<file path="src/rtl/rth_pkg.sv">
// ----------------------------------------------------------------------------
// rth_pkg: shared types and constants for the RGB to HSV pixel converter
// Payload structs, hue sector codes and the fixed widths of the datapath.
// ----------------------------------------------------------------------------
package rth_pkg;

  localparam int ChanW      = 8;     // width of one color channel
  localparam int HueW       = 13;    // hue in sixteenths of a degree
  localparam int HueSector  = 960;   // sixty degrees in hue units
  localparam int HueFull    = 5760;  // full circle in hue units
  localparam int DivDw      = 18;    // dividend width, holds 960*255
  localparam int DivQw      = 10;    // quotient width, holds 960

  typedef struct packed {
    logic [ChanW-1:0] red;
    logic [ChanW-1:0] green;
    logic [ChanW-1:0] blue;
  } pixel_in_t;

  typedef struct packed {
    logic [HueW-1:0]  hue;
    logic [ChanW-1:0] saturation;
    logic [ChanW-1:0] brightness;
    logic             hue_undefined;
  } pixel_out_t;

  typedef enum logic [1:0] {
    SECTOR_RED,
    SECTOR_GREEN,
    SECTOR_BLUE
  } sector_t;

  // Per-pixel data carried alongside the dividers
  typedef struct packed {
    sector_t          sector;
    logic             neg;     // hue offset is below the sector base
    logic [ChanW-1:0] bright;  // largest channel, also the saturation divisor
    logic [ChanW-1:0] delta;   // max - min, also the hue divisor
  } side_t;

endpackage

</file>
<file path="src/rtl/rth_front.sv">
// ----------------------------------------------------------------------------
// rth_front: channel compare and dividend scaling
// Two register stages: max/min/sector selection, then constant scaling.
// ----------------------------------------------------------------------------
module rth_front (
  input  logic                       clk,
  input  logic                       rst_n,
  input  logic                       in_valid,
  input  rth_pkg::pixel_in_t         in_pixel,
  output logic                       out_valid,
  output logic [rth_pkg::DivDw-1:0]  hue_dividend,
  output logic [rth_pkg::DivDw-1:0]  sat_dividend,
  output rth_pkg::side_t             side
);
  import rth_pkg::*;

  logic [ChanW-1:0] mx, mn, abs_diff;
  logic             neg;
  sector_t          sector;

  logic             a_valid_r;
  logic [ChanW-1:0] a_mx_r, a_delta_r, a_abs_r;
  logic             a_neg_r;
  sector_t          a_sector_r;

  logic             b_valid_r;
  logic [DivDw-1:0] b_hue_r, b_sat_r;
  side_t            b_side_r;

  // Stage A: largest channel picks the sector, ties go red, green, blue
  always_comb begin
    mx = (in_pixel.red > in_pixel.green) ? in_pixel.red : in_pixel.green;
    mx = (mx > in_pixel.blue) ? mx : in_pixel.blue;
    mn = (in_pixel.red < in_pixel.green) ? in_pixel.red : in_pixel.green;
    mn = (mn < in_pixel.blue) ? mn : in_pixel.blue;
    if (in_pixel.red >= mx) begin
      sector = SECTOR_RED;
      neg    = in_pixel.green < in_pixel.blue;
      abs_diff = neg ? in_pixel.blue - in_pixel.green : in_pixel.green - in_pixel.blue;
    end else if (in_pixel.green >= mx) begin
      sector = SECTOR_GREEN;
      neg    = in_pixel.blue < in_pixel.red;
      abs_diff = neg ? in_pixel.red - in_pixel.blue : in_pixel.blue - in_pixel.red;
    end else begin
      sector = SECTOR_BLUE;
      neg    = in_pixel.red < in_pixel.green;
      abs_diff = neg ? in_pixel.green - in_pixel.red : in_pixel.red - in_pixel.green;
    end
  end

  always_ff @(posedge clk) begin
    if (!rst_n) begin
      a_valid_r <= 1'b0;
      b_valid_r <= 1'b0;
    end else begin
      a_valid_r <= in_valid;
      b_valid_r <= a_valid_r;
    end
  end

  always_ff @(posedge clk) begin
    a_mx_r     <= mx;
    a_delta_r  <= mx - mn;
    a_abs_r    <= abs_diff;
    a_neg_r    <= neg;
    a_sector_r <= sector;
  end

  // Stage B: 960*|diff| and 255*delta as shift-and-subtract
  always_ff @(posedge clk) begin
    b_hue_r         <= DivDw'({a_abs_r, 10'b0}) - DivDw'({a_abs_r, 6'b0});
    b_sat_r         <= DivDw'({a_delta_r, 8'b0}) - DivDw'(a_delta_r);
    b_side_r.sector <= a_sector_r;
    b_side_r.neg    <= a_neg_r;
    b_side_r.bright <= a_mx_r;
    b_side_r.delta  <= a_delta_r;
  end

  assign out_valid    = b_valid_r;
  assign hue_dividend = b_hue_r;
  assign sat_dividend = b_sat_r;
  assign side         = b_side_r;

endmodule

</file>
<file path="src/rtl/rth_divider.sv">
// ----------------------------------------------------------------------------
// rth_divider: pipelined restoring divider
// One quotient bit per stage, an 8-bit divisor, QW registered stages.
// ----------------------------------------------------------------------------
module rth_divider #(
  parameter int DW = rth_pkg::DivDw,
  parameter int QW = rth_pkg::DivQw
) (
  input  logic                      clk,
  input  logic                      rst_n,
  input  logic                      in_valid,
  input  logic [DW-1:0]             dividend,
  input  logic [rth_pkg::ChanW-1:0] divisor,
  output logic                      out_valid,
  output logic [QW-1:0]             quotient,
  output logic [DW-1:0]             remainder
);
  import rth_pkg::*;

  logic [QW-1:0]    vld_r;
  logic [DW-1:0]    rem_r  [QW];
  logic [QW-1:0]    quo_r  [QW];
  logic [ChanW-1:0] dvs_r  [QW];

  logic             vld_in [QW];
  logic [DW-1:0]    rem_in [QW];
  logic [QW-1:0]    quo_in [QW];
  logic [ChanW-1:0] dvs_in [QW];

  for (genvar k = 0; k < QW; k++) begin : g_stage
    localparam int Bit = QW - 1 - k;
    logic [DW-1:0] shifted;
    logic          fits;

    if (k == 0) begin : g_head
      assign vld_in[k] = in_valid;
      assign rem_in[k] = dividend;
      assign quo_in[k] = '0;
      assign dvs_in[k] = divisor;
    end else begin : g_link
      assign vld_in[k] = vld_r[k-1];
      assign rem_in[k] = rem_r[k-1];
      assign quo_in[k] = quo_r[k-1];
      assign dvs_in[k] = dvs_r[k-1];
    end

    // Trial subtract of the divisor aligned to this quotient bit
    assign shifted = DW'(dvs_in[k]) << Bit;
    assign fits    = rem_in[k] >= shifted;

    always_ff @(posedge clk) begin
      if (!rst_n) begin
        vld_r[k] <= 1'b0;
      end else begin
        vld_r[k] <= vld_in[k];
      end
    end

    always_ff @(posedge clk) begin
      rem_r[k] <= fits ? rem_in[k] - shifted : rem_in[k];
      quo_r[k] <= quo_in[k] | (QW'(fits) << Bit);
      dvs_r[k] <= dvs_in[k];
    end
  end

  assign out_valid = vld_r[QW-1];
  assign quotient  = quo_r[QW-1];
  assign remainder = rem_r[QW-1];

endmodule

</file>
<file path="src/rtl/rth_back.sv">
// ----------------------------------------------------------------------------
// rth_back: rounding and hue assembly
// Rounds both quotients to nearest, places hue in its sector, registers out.
// ----------------------------------------------------------------------------
module rth_back (
  input  logic                      clk,
  input  logic                      rst_n,
  input  logic                      in_valid,
  input  logic [rth_pkg::DivQw-1:0] hue_quo,
  input  logic [rth_pkg::DivDw-1:0] hue_rem,
  input  logic [rth_pkg::DivQw-1:0] sat_quo,
  input  logic [rth_pkg::DivDw-1:0] sat_rem,
  input  rth_pkg::side_t            side,
  output logic                      out_valid,
  output rth_pkg::pixel_out_t       out_result
);
  import rth_pkg::*;

  localparam logic [HueW-1:0] BaseGreen = HueW'(2 * HueSector);
  localparam logic [HueW-1:0] BaseBlue  = HueW'(4 * HueSector);
  localparam logic [HueW-1:0] FullTurn  = HueW'(HueFull);

  logic             undef;
  logic             hue_up, sat_up;
  logic [DivQw:0]   offset;
  logic [HueW-1:0]  base, hue;
  logic [ChanW:0]   hue_twice_rem, sat_twice_rem;
  logic [ChanW-1:0] sat;

  logic             valid_r;
  pixel_out_t       result_r;

  always_comb begin
    undef         = side.delta == '0;
    hue_twice_rem = {hue_rem[ChanW-1:0], 1'b0};
    sat_twice_rem = {sat_rem[ChanW-1:0], 1'b0};
    // Halves round up on the signed value: down in magnitude when negative
    hue_up = side.neg ? (hue_twice_rem > {1'b0, side.delta})
                      : (hue_twice_rem >= {1'b0, side.delta});
    offset = {1'b0, hue_quo} + (DivQw+1)'(hue_up);
    case (side.sector)
      SECTOR_RED:   base = '0;
      SECTOR_GREEN: base = BaseGreen;
      SECTOR_BLUE:  base = BaseBlue;
      default:      base = '0;
    endcase
    if (undef) begin
      hue = '0;
    end else if (!side.neg) begin
      hue = base + HueW'(offset);
    end else if (side.sector == SECTOR_RED) begin
      hue = FullTurn - HueW'(offset);  // wrap below zero
    end else begin
      hue = base - HueW'(offset);
    end
    sat_up = sat_twice_rem >= {1'b0, side.bright};
    sat    = (side.bright == '0) ? '0 : sat_quo[ChanW-1:0] + ChanW'(sat_up);
  end

  always_ff @(posedge clk) begin
    if (!rst_n) begin
      valid_r <= 1'b0;
    end else begin
      valid_r <= in_valid;
    end
  end

  always_ff @(posedge clk) begin
    result_r.hue           <= hue;
    result_r.saturation    <= sat;
    result_r.brightness    <= side.bright;
    result_r.hue_undefined <= undef;
  end

  assign out_valid  = valid_r;
  assign out_result = result_r;

endmodule

</file>
<file path="src/rtl/rgb_to_hsv_pixel.sv">
// ----------------------------------------------------------------------------
// rgb_to_hsv_pixel: 8-bit RGB to fixed-point HSV pixel converter
// Path from accepted start to out_valid: front stages, divider stages, output register.
// Throughput: one pixel per cycle; busy stays low, set by one quotient bit a stage.
// Reset: synchronous active-low rst_n clears every valid bit; data is not reset.
// The receiver cannot stall: each result shows on out_result for one cycle.
// ----------------------------------------------------------------------------
module rgb_to_hsv_pixel (
  input  logic                 clk,
  input  logic                 rst_n,
  input  logic                 start,
  output logic                 busy,
  input  rth_pkg::pixel_in_t   in_pixel,
  output logic                 out_valid,
  output rth_pkg::pixel_out_t  out_result
);
  import rth_pkg::*;

  logic             accept;
  logic             front_valid;
  logic [DivDw-1:0] hue_dividend, sat_dividend;
  side_t            front_side;

  logic             hue_valid, sat_valid;
  logic [DivQw-1:0] hue_quo, sat_quo;
  logic [DivDw-1:0] hue_rem, sat_rem;

  side_t            side_r [DivQw];

  // Every stage advances each cycle, so a new transaction is always welcome.
  assign busy   = 1'b0;
  assign accept = start && !busy;

  // Compare channels, pick the sector, scale the dividends.
  rth_front u_front (
    .clk          (clk),
    .rst_n        (rst_n),
    .in_valid     (accept),
    .in_pixel     (in_pixel),
    .out_valid    (front_valid),
    .hue_dividend (hue_dividend),
    .sat_dividend (sat_dividend),
    .side         (front_side)
  );

  // Hue: 960*|diff| / delta. A zero delta yields garbage that the back end drops.
  rth_divider #(
    .DW (DivDw),
    .QW (DivQw)
  ) u_hue_div (
    .clk       (clk),
    .rst_n     (rst_n),
    .in_valid  (front_valid),
    .dividend  (hue_dividend),
    .divisor   (front_side.delta),
    .out_valid (hue_valid),
    .quotient  (hue_quo),
    .remainder (hue_rem)
  );

  // Saturation: 255*delta / max, same depth so both quotients line up.
  rth_divider #(
    .DW (DivDw),
    .QW (DivQw)
  ) u_sat_div (
    .clk       (clk),
    .rst_n     (rst_n),
    .in_valid  (front_valid),
    .dividend  (sat_dividend),
    .divisor   (front_side.bright),
    .out_valid (sat_valid),
    .quotient  (sat_quo),
    .remainder (sat_rem)
  );

  // Delay the sector, sign, max and delta to match the divider depth.
  always_ff @(posedge clk) begin
    side_r[0] <= front_side;
    for (int i = 1; i < DivQw; i++) begin
      side_r[i] <= side_r[i-1];
    end
  end

  // Round, place hue in its sector, drive the output register.
  rth_back u_back (
    .clk        (clk),
    .rst_n      (rst_n),
    .in_valid   (hue_valid && sat_valid),
    .hue_quo    (hue_quo),
    .hue_rem    (hue_rem),
    .sat_quo    (sat_quo),
    .sat_rem    (sat_rem),
    .side       (side_r[DivQw-1]),
    .out_valid  (out_valid),
    .out_result (out_result)
  );

endmodule

</file>
<file path="config.mk">
export PLATFORM = sky130hd
export DESIGN_NAME = rgb_to_hsv_pixel
export DESIGN_NICKNAME = d
export VERILOG_FILES = /design/src/rtl/rth_pkg.sv /design/src/rtl/rth_front.sv /design/src/rtl/rth_divider.sv /design/src/rtl/rth_back.sv /design/src/rtl/rgb_to_hsv_pixel.sv
export SDC_FILE = /design/constraint.sdc
export NUM_CORES = 1
export LEC_CHECK = 0
export BUFFER_PORTS_ARGS = -buffer_cell sky130_fd_sc_hd__clkbuf_2
export CAP_MARGIN = 20
export CELL_PAD_IN_SITES_DETAIL_PLACEMENT = 1
export CELL_PAD_IN_SITES_GLOBAL_PLACEMENT = 1
export CORE_ASPECT_RATIO = 1.25
export CORE_MARGIN = 2
export CORE_UTILIZATION = 45
export CTS_BUF_LIST = sky130_fd_sc_hd__clkbuf_8 sky130_fd_sc_hd__clkbuf_16
export DETAILED_ROUTE_END_ITERATION = 6
export PLACE_DENSITY = 0.87
export SKIP_CTS_REPAIR_TIMING = 1
export SYNTH_ARGS = -nofsm -noshare
export SYNTH_HDL_FRONTEND = slang
export SYNTH_SLANG_ARGS = --single-unit
</file>
<file path="constraint.sdc">
create_clock -name clk -period 5.65 [get_ports clk]
set_clock_uncertainty 0.05 [all_clocks]
set_input_delay 1.13 -clock clk [delete_from_list [all_inputs] [get_ports clk]]
set_output_delay 1.13 -clock clk [all_outputs]
set_load 0.005 [all_outputs]
</file>
### Word-level counts from Yosys, hierarchy flattened

Memory sizes are Yosys's and may differ from the RTL's.
Index checks and enable logic that the tools add are counted.

| operators by class | value |
|---|---|
| add/subtract/negate cells | 34 |
| $mul | 0 |
| div/mod/pow operators | 0 |
| magnitude comparators | 31 |
| equal/unequal tests | 2 |
| shifts and indexed selects | 0 |
| muxes and demuxes | 36 |
| bitwise gates (word level) | 18 |
| reduce and logical (&&, ||, !) cells | 3 |

Operators by type and width:

| kind | count |
|---|---|
| 18-bit 2-to-1 mux | 20 |
| 8-bit 2-to-1 mux | 9 |
| 8-bit subtractor | 7 |
| 18-bit by 14-bit subtractor with 18-bit output | 3 |
| 18-bit by 10-bit greater-or-equal comparator with 1-bit output | 2 |
| 18-bit by 11-bit greater-or-equal comparator with 1-bit output | 2 |
| 18-bit by 12-bit greater-or-equal comparator with 1-bit output | 2 |
| 18-bit by 13-bit greater-or-equal comparator with 1-bit output | 2 |
| 18-bit by 14-bit greater-or-equal comparator with 1-bit output | 2 |
| 18-bit by 15-bit greater-or-equal comparator with 1-bit output | 2 |
| 18-bit by 16-bit greater-or-equal comparator with 1-bit output | 2 |
| 18-bit by 17-bit greater-or-equal comparator with 1-bit output | 2 |
| 18-bit by 8-bit greater-or-equal comparator with 1-bit output | 2 |
| 18-bit by 9-bit greater-or-equal comparator with 1-bit output | 2 |
| 18-bit by 10-bit subtractor with 18-bit output | 2 |
| 18-bit by 11-bit subtractor with 18-bit output | 2 |
| 18-bit by 12-bit subtractor with 18-bit output | 2 |
| 18-bit by 13-bit subtractor with 18-bit output | 2 |
| 18-bit by 15-bit subtractor with 18-bit output | 2 |
| 18-bit by 16-bit subtractor with 18-bit output | 2 |
| 18-bit by 17-bit subtractor with 18-bit output | 2 |
| 18-bit by 8-bit subtractor with 18-bit output | 2 |
| 18-bit by 9-bit subtractor with 18-bit output | 2 |
| 8-bit less-than comparator | 4 |
| other kinds (27) | 43 |

| word-level totals | value |
|---|---|
| flip-flop bits (word level) | 125 |
| bits in latches | 0 |
| bits in writable memories | 910 |
| bits in read-only memories | 0 |
| input bits | 27 |
| output and inout port bits | 32 |
| logic and storage cells | 159 |
| memories | 7 |

Memory list:

| name | depth | width | rd ports | clocked after memory_dff | wr ports | RTL line | RTL |
|---|---|---|---|---|---|---|---|
| side_r | 10 | 19 | 10 | 0 | 10 | rgb_to_hsv_pixel.sv:28 | `side_t side_r [DivQw];` |
| u_hue_div.rem_r | 10 | 18 | 10 | 0 | 10 | rth_divider.sv:21 | `logic [DW-1:0] rem_r [QW];` |
| u_sat_div.rem_r | 10 | 18 | 10 | 0 | 10 | rth_divider.sv:21 |  |
| u_hue_div.quo_r | 10 | 10 | 10 | 0 | 10 | rth_divider.sv:22 | `logic [QW-1:0] quo_r [QW];` |
| u_sat_div.quo_r | 10 | 10 | 10 | 0 | 10 | rth_divider.sv:22 |  |
| u_hue_div.dvs_r | 10 | 8 | 9 | 0 | 10 | rth_divider.sv:23 | `logic [ChanW-1:0] dvs_r [QW];` |
| 1 more memories | -- | -- | -- | -- | -- | -- |  |

### Depth between registers and ports, before layout

Gate-level depths: netlist of run 1.

| logic depth | value |
|---|---|
| depth after elaboration | 7 |
| gate-level depth with buffers | 27 |
| mapped depth without buffers | 26 |

### Cells and area by module

A second synthesis of run 1 with hierarchy kept.

| unflattened totals | value |
|---|---|
| cell total of the unflattened synthesis | 3465 |
| area, all modules | 36005.8 µm² |

Modules (own cells, without submodules):

| module | times used | cells an instance | area an instance (µm²) | seq. area each (µm²) |
|---|---|---|---|---|
| rth_divider at u_hue_div | 1 | 1212 | 12278.0 | 6346.1 |
| rth_divider at u_sat_div | 1 | 1201 | 12206.7 | 6346.1 |
| rth_front | 1 | 613 | 5505.3 | 1521.5 |
| rgb_to_hsv_pixel | 1 | 193 | 3821.2 | 3803.6 |
| rth_back | 1 | 246 | 2194.6 | 620.6 |

### Worst setup path after synthesis of run 1

OpenSTA, ideal clock, no wires.

| timing | value |
|---|---|
| path kind | in2reg |
| start point | input port in_pixel[16] (netlist bit) |
| end point | register u_front.a_delta_r[6] |
| setup time | 72 ps |
| arrival | 5896 ps |
| data required time | 5528 ps |
| setup slack | -368 ps |
| stages | 23 |
| path buffers | 2 |
| path through | inv_1 ha_1 fa_1 nand3b_1 a21oi_2 nor2_1 clkbuf_1 clkbuf_1 o21ai_0 ha_1 a21oi_1 o21ai_2 or4_4 o32ai_4 mux2i_1 and2_2 nor2_1 ha_1 a21o_1 a211oi_2 o21ai_1 a21oi_2 xnor2_1 |

| on the way | value |
|---|---|
| word-level cells in the longest chain between the ends | 5 |
| elaborated cells between the ends (all ways) | 9 |
| those cells by class | add/sub (1); order compare (4); mux (4) |

RTL lines:

| element | RTL line | RTL |
|---|---|---|
| from (decl) | rgb_to_hsv_pixel.sv:13 | `input rth_pkg::pixel_in_t in_pixel,` |
| 8-bit > comparator / 8-bit less-than comparator (equally long branches) | rth_front.sv:32, rth_front.sv:34 |  |
| 8-bit 2-to-1 mux (on tied branches) | rth_front.sv:32, rth_front.sv:34 |  |
| 8-bit > comparator / 8-bit less-than comparator (equally long branches) | rth_front.sv:33, rth_front.sv:35 |  |
| 8-bit 2-to-1 mux (on tied branches) | rth_front.sv:33, rth_front.sv:35 |  |
| 8-bit subtractor (*) | rth_front.sv:63 | `a_delta_r <= mx - mn;` |
| to (signal assigned) | rth_front.sv:63 |  |
| to (decl) | rth_front.sv:22 | `logic [ChanW-1:0] a_mx_r, a_delta_r, a_abs_r;` |

Mark *: on every way between the ends. The rest lies on a longest branch, timed or not.
A chain may end at the register's enable or synchronous reset.

### Final worst setup path of run 1

| timing | value |
|---|---|
| start point | input port in_pixel[16] (netlist bit) |
| end point | register u_front.a_abs_r[3] |

| on the way | value |
|---|---|
| word-level cells in the longest chain between the ends | 7 |
| elaborated cells between the ends (all ways) | 16 |
| those cells by class | add/sub (4); order compare (6); mux (6) |

RTL lines:

| element | RTL line | RTL |
|---|---|---|
| 8-bit > comparator | rth_front.sv:32 | `mx = (in_pixel.red > in_pixel.green) ? in_pixel.red : in_pixel.green;` |
| 8-bit 2-to-1 mux (*) | rth_front.sv:32 |  |
| 8-bit > comparator | rth_front.sv:33 | `mx = (mx > in_pixel.blue) ? mx : in_pixel.blue;` |
| 8-bit 2-to-1 mux (*) | rth_front.sv:33 |  |
| named net u_front.mx[0] | rth_front.sv:17 | `logic [ChanW-1:0] mx, mn, abs_diff;` |
| 8-bit greater-or-equal comparator | rth_front.sv:40 | `end else if (in_pixel.green >= mx) begin` |
| 8-bit 2-to-1 mux | rth_front.sv:40 |  |
| 8-bit 2-to-1 mux (*) | rth_front.sv:36 | `if (in_pixel.red >= mx) begin` |
| named net u_front.abs_diff[3] | rth_front.sv:17 |  |
| to (signal assigned) | rth_front.sv:64 | `a_abs_r <= abs_diff;` |
| to (decl) | rth_front.sv:22 |  |

The timed path passes the listed nets; every way through them passes the cells marked *.

==> results of run 1 <==
==> layout by cell type, fill, tap and decap left out, types with 12 or more instances in the layout <==
| cell type | n |
|---|---|
| nor4_1 | 38 |
| mux2i_1 | 53 |
| clkbuf_8 | 12 |
| o31ai_1 | 25 |
| fa_1 | 26 |
| nand2b_1 | 42 |
| o21ai_0 | 164 |
| o21a_1 | 20 |
| nand3_1 | 40 |
| buf_4 | 74 |
| clkbuf_2 | 57 |
| nor2_1 | 224 |
| clkbuf_16 | 71 |
| xor2_1 | 91 |
| mux2_2 | 21 |
| dfxtp_1 | 690 |
| or3_1 | 16 |
| nand4_1 | 42 |
| ha_1 | 275 |
| a21boi_0 | 41 |
| nor3_1 | 49 |
| xnor2_1 | 136 |
| or4_1 | 12 |
| a21o_1 | 59 |
| a21oi_1 | 166 |
| nand2_1 | 164 |
| and2_1 | 29 |
| inv_1 | 347 |
| nor2b_1 | 70 |
==> routing by layer <==
metal / vias up / wire length, microns / track usage
li1: 10451 / - / -
met1: 10521 / 26000 / 0.205
met2: 430 / 43800 / 0.478
met3: 276 / 2640 / 0.0364
met4: 0 / 4840 / 0.141
met5: - / 0 / 0
==> worst max-delay path, cell delays in order <==
cell and delay, ns:
clkbuf_2 0.10, inv_2 0.04, ha_2 0.21, fa_2 0.35
nand3b_1 0.22, a21oi_2 0.24, o32ai_4 0.17, buf_2 0.21
nand2_1 0.08, o21ai_0 0.12, ha_1 0.39, nand4_1 0.18
buf_4 0.20, o22ai_4 0.18, nor2_1 0.08, a21o_1 0.21
ha_1 0.29, inv_1 0.05, nand2_1 0.10, o211a_1 0.16
a221oi_2 0.04, maj3_2 0.33, o211ai_2 0.29, buf_12 0.19
mux2i_1 0.23, mux2i_1 0.10
==> power groups by stage <==
stage	registers [uW]	logic (uW)	clock network, uW
4_1_cts	8720	11800	4780
3_5_place_dp	8740	11200	0
5_1_grt	8950	13100	4970
2_1_floorplan	8180	8610	0
3_3_place_gp	8580	10500	0
6_report	8730	11800	4690
==> cell families after synthesis <==
group / count (synthesis)
AO/OA/AOI/OAI: 545
XOR/XNOR: 227
adder cells (fa/ha/maj): 305
buffers and inverters: 381
flip-flops: 690
multiplexers: 76
other: 1
AND/OR/NAND/NOR: 785
==> sequential cells by signal (all words and copies together), names as in the netlist, 17 cells and up <==
signal,cells
u_back.out_result,30
u_hue_div.dvs_r,48
u_hue_div.quo_r,55
u_sat_div.quo_r,36
u_front.sat_dividend,17
u_sat_div.rem_r,170
u_hue_div.rem_r,131
u_sat_div.dvs_r,63
side_r,70
u_front.side,18
==> path summary, 6_finish.rpt <==
| check | from | to |
|---|---|---|
| setup / recovery | in_pixel[16] | u_front.a_abs_r[3] |
| hold / removal | u_hue_div.quo_r[3][9] | u_hue_div.quo_r[4][9] |
| setup reg to reg | side_r[9][1] | u_back.out_result[29] |
| hold reg to reg | u_hue_div.quo_r[3][9] | u_hue_div.quo_r[4][9] |
==> stage by stage <==
stage | hold WS (ns) | cells | setup WS, ns | setup TNS [ns]
floorplan | 0.260 | 3011 | 0.0188 | 0
global placement | 0.260 | 3944 | -0.141 | -1.17
detailed placement | 0.263 | 3946 | -0.354 | -3.75
CTS | 0.275 | 4070 | 0.279 | 0
global route | 0.280 | 4073 | -0.0436 | -0.0752
finish | 0.272 | 4073 | 0.181 | 0
==> cell type report <==
| type | instances | area (sq um) | share of cell area |
|---|---|---|---|
| multi-input combinational | 1940 | 14200 | 0.423 |
| clock inverter | 41 | 388 | 0.0116 |
| clock buffer | 83 | 1940 | 0.0579 |
| tap | 848 | 1060 | 0.0317 |
| sequential | 690 | 13800 | 0.412 |
| inverter | 336 | 1260 | 0.0376 |
| timing repair buffer | 135 | 888 | 0.0265 |
==> results.md, run 1 <==
* Status: finished clean
* CTS Buffer Depth at 3
* Number of global-route vias before repair at approximately 25000
* Cells after synthesis at 3010
* Setup-failing EPs final at 0
* Largest net degree at the start of global routing at 24
* DR iter-0 viols at between 700 and 800
* Core area at 64500 sq um
* WP data required at between 6 and 7 ns
* Max Cap Violations at 0
* Yosys warning total at 0
* Total CTS buffers at 70
* GPL Wtd Cong at between 0.9 and 1
* Antenna diodes at 0
* Hold Path Cell Cnt at 0
* TritonRoute pass-1 iters at 5
* Hold/Removal Path Class: reg -> reg
* Compound-Gate Fraction of Synth Area at 0.115
* Die area at 67300 sq um
* WS Path Type: in -> reg
* Clock power frac at 0.186
* I/O Buffers at 57
* HPWL after detailed placement at approximately 55000 microns
* Sw frac at 0.397
* Placed instance area at about 31000 sq um
* Startpoint Class: input pin
* Die H at around 290 microns
* Initial antenna violation count at 0
* Achievable frequency at approximately 180 MHz
* Clock Latency Late Sink at 0.62 ns
* Post-synth EDFFs at 0
* Grt ovf at 0
* Post-route core utilization at 0.519
* Io pins at between 50 and 60
* Worst Max-Slew Pin Slew at around 1.0 ns
* Worst-path clk slew at roughly 0.06 ns
* Final Critical Period at approximately 5.5 ns
* Post-synth top flop: dfxtp_1
* Sequential Power Share at 0.347
* Ys async rst share at 0
* Final Power at 25200 uW
* CTS tree: done
* Max-Slew Margin vs Limit at 0.309
* R2r setup slk at about 1.1 ns
* Post-route cell area at around 34000 sq um
* Yosys cell types at 87
* Top post-synthesis cells by area: dfxtp_1 47%, ha_1 12%, inv_1 4.3%
* Maximum vdd drop at ~0.00026 V
* First-pass GRT wire length at between 100000 and 150000 microns
* Die W at roughly 230 microns
* Leakage at approximately 0.016 uW
* Net count, final at approximately 3500
* Drt total wl at ~77000 microns
* Number of vias per cell at about 5.3
* Arrival @ worst endpoint at 5.89 ns
* Hold Fails Final Rpt at 0
* WL per Instance at 19.0 microns
* Pint at approximately 15000 uW
* Post-synthesis sequential area ratio at 0.470
* Clock root cell: clkbuf_16
* CP Max Fanout at 10
* Layout cells sized above 1 at 0.0961
* Mux contribution to synthesized area at 0.0272
* Seq cells post-synth at 690
* Starting Density at 0.455
* Largest family of logic cells by synthesized area: adder cells
* Comb pwr share at 0.467
* Layout fillers at about 7200
* Residual DRC count at 0
* Max Slew Vio Count at 0
* Most frequent cell after synthesis: dfxtp_1
* Post-Syn Area at ~30000 sq um
* Row cnt at 104
* Reg2Reg Depth at 26
* Power per cell area at ~750 nW/um^2
* Critical path endpoint category: flop
* Layout area overhead at 14.1%
* Synth Area in Adders at 0.137
* Syn avg cell area at between 9 and 10 sq um
* Period utilization at 0.968
* Psw at about 10000 uW
* Xor and xnor area share after synthesis at 0.0677
* Share of the synthesized area in the top cell type at 0.470
* Yosys top cell by area: dfxtp_1
* Sink Count at 690
* Simple-Gate Fraction of Synth Area at 0.134
* GRT Util Overall at 0.232
* H-tree depth at 3
* Post-DRT Antenna Nets at 0
* Post-synth top cells: 690 x dfxtp_1, 335 x inv_1, 276 x ha_1
* Vias at roughly 22000
Note: power is estimated with default switching activity, not from simulation.
==> inputs of run 2 (changes only) <==
--- a/config.mk
+++ b/config.mk
@@ -5,13 +5,14 @@
 export SDC_FILE = /design/constraint.sdc
 export NUM_CORES = 1
 export LEC_CHECK = 0
+export ABC_AREA = 1
 export BUFFER_PORTS_ARGS = -buffer_cell sky130_fd_sc_hd__clkbuf_2
 export CAP_MARGIN = 20
 export CELL_PAD_IN_SITES_DETAIL_PLACEMENT = 1
 export CELL_PAD_IN_SITES_GLOBAL_PLACEMENT = 1
 export CORE_ASPECT_RATIO = 1.25
 export CORE_MARGIN = 2
-export CORE_UTILIZATION = 45
+export CORE_UTILIZATION = 44
 export CTS_BUF_LIST = sky130_fd_sc_hd__clkbuf_8 sky130_fd_sc_hd__clkbuf_16
 export DETAILED_ROUTE_END_ITERATION = 6
 export PLACE_DENSITY = 0.87
==> results.md, run 2 <==
* Number of global-route vias before repair at 26131 (was 24729)
* Final Critical Period at 5.07 ns (was 5.47 ns)
* Io pins at 59 (unchanged)
* CP max stage delay at 0.39 ns (about the same)
* Layout area overhead at 11.7% (was 14.1%)
* Critical path endpoint category: flop (unchanged)
* Vias at 23115 (was 21678)
* Most common cell after layout, fill and taps aside: dfxtp_1 (unchanged)
* Most frequent cells in the layout: 690 x dfxtp_1, 554 x nand2_1, 514 x inv_1 (was 690 x dfxtp_1, 347 x inv_1, 275 x ha_1)
* Post-route cell area at 33100 sq um (was 33500 sq um)
* Hold/Removal Path Class: reg -> reg (unchanged)
* Residual DRC count at 0 (unchanged)
* TritonRoute pass-1 iters at 5 (unchanged)
* I/O Buffers at 57 (unchanged)
* Hold Fails Final Rpt at 0 (unchanged)
* Number of flip-flops in the largest register at 170 (unchanged)
* Die H at 294 microns (was 290 microns)
* CTS Buffer Depth at 3 (unchanged)
* Biggest regs: u_sat_div.rem_r (170), u_hue_div.rem_r (131), side_r (70) (unchanged)
* Row cnt at 106 (was 104)
* Drt total wl at 78300 microns (was 77200 microns)
* Achievable frequency at 197 MHz (was 183 MHz)
* CTS tree: done (unchanged)
* WL per Instance at 17.7 microns (was 19.0 microns)
* Die W at 236 microns (was 232 microns)
* Status: finished clean (unchanged)
* H-tree depth at 2 (was 3)
* Sink Count at 690 (unchanged)
* Yosys top cell by area: dfxtp_1 (unchanged)
* Setup-failing EPs final at 0 (unchanged)
* Core area at 66800 sq um (was 64500 sq um)
* First-pass GRT wire length at 128000 microns (was 125000 microns)
* Max Cap Violations at 0 (unchanged)
* Syn avg cell area at 8.66 sq um (was 9.76 sq um)
* Yosys cell types at 67 (was 87)
* Ys async rst share at 0 (unchanged)
* Antenna diodes at 0 (unchanged)
* Most frequent CP cell: nand2_1
* CP Max Fanout at 16 (was 10)
* R2r setup slk at 1.43 ns (was 1.11 ns)
* Unrepaired setup endpoints after global routing: false
* Worst-path clk slew at 0.07 ns (was 0.06 ns)
* Total CTS buffers at 61 (was 70)
* Arrival @ worst endpoint at 5.54 ns (was 5.89 ns)
* Worst hold slack at 0.261 ns (was 0.272 ns)
* Layout cells sized above 1 at 0.0652 (was 0.0961)
* Starting Density at 0.443 (was 0.455)
* Top post-synthesis cells by area: dfxtp_1 47%, ha_1 12%, nand2_1 7.0% (was dfxtp_1 47%, ha_1 12%, inv_1 4.3%)
* HPWL after detailed placement at 57000 microns (was 55000 microns)
* Startpoint Class: input pin (unchanged)
* Largest net degree at the start of global routing at 27 (was 24)
* GRT Util Overall at 0.226 (was 0.232)
* Yosys warning total at 0 (unchanged)
* Final worst setup slack at 0.578 ns (was 0.181 ns)
* Layout fillers at 7844 (was 7230)
* Post-synthesis sequential area ratio at 0.466 (was 0.470)
* Max-Slew Margin vs Limit at 0.348 (was 0.309)
* Top reg by flops: u_sat_div.rem_r (unchanged)
* Initial antenna violation count at 0 (unchanged)
* Most frequent cell after synthesis: dfxtp_1 (unchanged)
* Clock Latency Late Sink at 0.64 ns (was 0.62 ns)
* Grt ovf at 0 (unchanged)
* Max Slew Vio Count at 0 (unchanged)
* Worst Max-Slew Pin Slew at 0.974 ns (was 1.04 ns)
* Start point of the critical path: in_pixel[16] (unchanged)
* Post-synth top cells: 690 x dfxtp_1, 554 x nand2_1, 511 x inv_1 (was 690 x dfxtp_1, 335 x inv_1, 276 x ha_1)
* Worst setup slack after placement at 0.00210 ns (was -0.354 ns)
* Reg-to-reg startpoint: side_r[9][2] (was side_r[9][1])
* CP max stage cell: a21oi_4 (was ha_1)
* WS Path Type: in -> reg (unchanged)
* GPL Wtd Cong at 0.942 (was 0.955)
* Share of the synthesized area in the top cell type at 0.466 (was 0.470)
* WP data required at 6.12 ns (was 6.07 ns)
* Post-synth EDFFs at 0 (unchanged)
* Buf/Inv on CP at 6 (unchanged)
* Die area at 69500 sq um (was 67300 sq um)
* Cells after synthesis at 3425 (was 3010)
* Post-Syn Area at 29600 sq um (was 29400 sq um)
* DR iter-0 viols at 924 (was 757)
* Number of vias per cell at 5.21 (was 5.32)
* Post-synth top flop: dfxtp_1 (unchanged)
* Seq cells post-synth at 690 (unchanged)
* Clock root cell: clkbuf_16 (unchanged)
* Net count, final at 3854 (was 3503)
* Total negative setup slack at 0 ns (unchanged)
* HP Start: u_sat_div.quo_r[4][5] (was u_hue_div.quo_r[3][9])
* Placed instance area at 31000 sq um (was 31200 sq um)
* Post-DRT Antenna Nets at 0 (unchanged)
* Period utilization at 0.898 (was 0.968)
* Cell family with most CP delay: simple AND/OR/NAND/NOR gates (was adder cells)
[run 2: cells by family after synthesis]
logic type	after synthesis	share of synthesized area
adder cells (fa/ha/maj)	303	0.135
XOR/XNOR	220	0.0650
multiplexers	6	0.00207
other	1	0.000126
buffers and inverters	558	0.0720
flip-flops	690	0.466
AND/OR/NAND/NOR	1092	0.157
AO/OA/AOI/OAI	555	0.104
[run 2: area by class of cell]
type / count / area (sq um) / area share
clock buffers: 75 / 1720 / 0.0519
inverters: 518 / 1950 / 0.0588
repair buffers: 75 / 433 / 0.0131
flip-flops and latches: 690 / 13800 / 0.417
multi-input cells: 2178 / 13700 / 0.414
clock inverters: 37 / 427 / 0.0129
well taps: 864 / 1080 / 0.0326
[run 2: layer usage]
layer / vias to the layer above / track usage / share of wire / wire length [microns]
li1: 11263 / - / - / -
met1: 11143 / 0.195 / 0.34 / 26400
met2: 409 / 0.476 / 0.57 / 44800
met3: 300 / 0.0286 / 0.024 / 1850
met4: 0 / 0.145 / 0.067 / 5230
met5: - / 0 / 0 / 0
[run 2: worst register-to-register path: cells and delay by family (launching register included)]
family          cells  cell delay, ns
flops               1            0.35
compound gates      8            1.10
buf+inv             3            0.18
fa+ha+maj           4            1.06
simple gates       13            1.42
[run 2: path summary, 6_finish.rpt]
check / to / cells after the start
max reg2reg: u_back.out_result[28] / 28
max: u_front.a_neg_r / 34
min reg2reg: u_sat_div.quo_r[5][5] / 0
min: u_sat_div.quo_r[5][5] / 0
[run 2: stage by stage]
step | utilization | cells
2_1_floorplan | - | 3426
3_3_place_gp | 0.463 | 4324
3_5_place_dp | 0.463 | 4324
4_1_cts | 0.495 | 4436
5_1_grt | 0.496 | 4437
6_report | 0.496 | 4437
Power of run 2 is left out: the tool's default activity adds up to more than one toggle a clock period on the data nets, which glitch-free logic cannot reach.
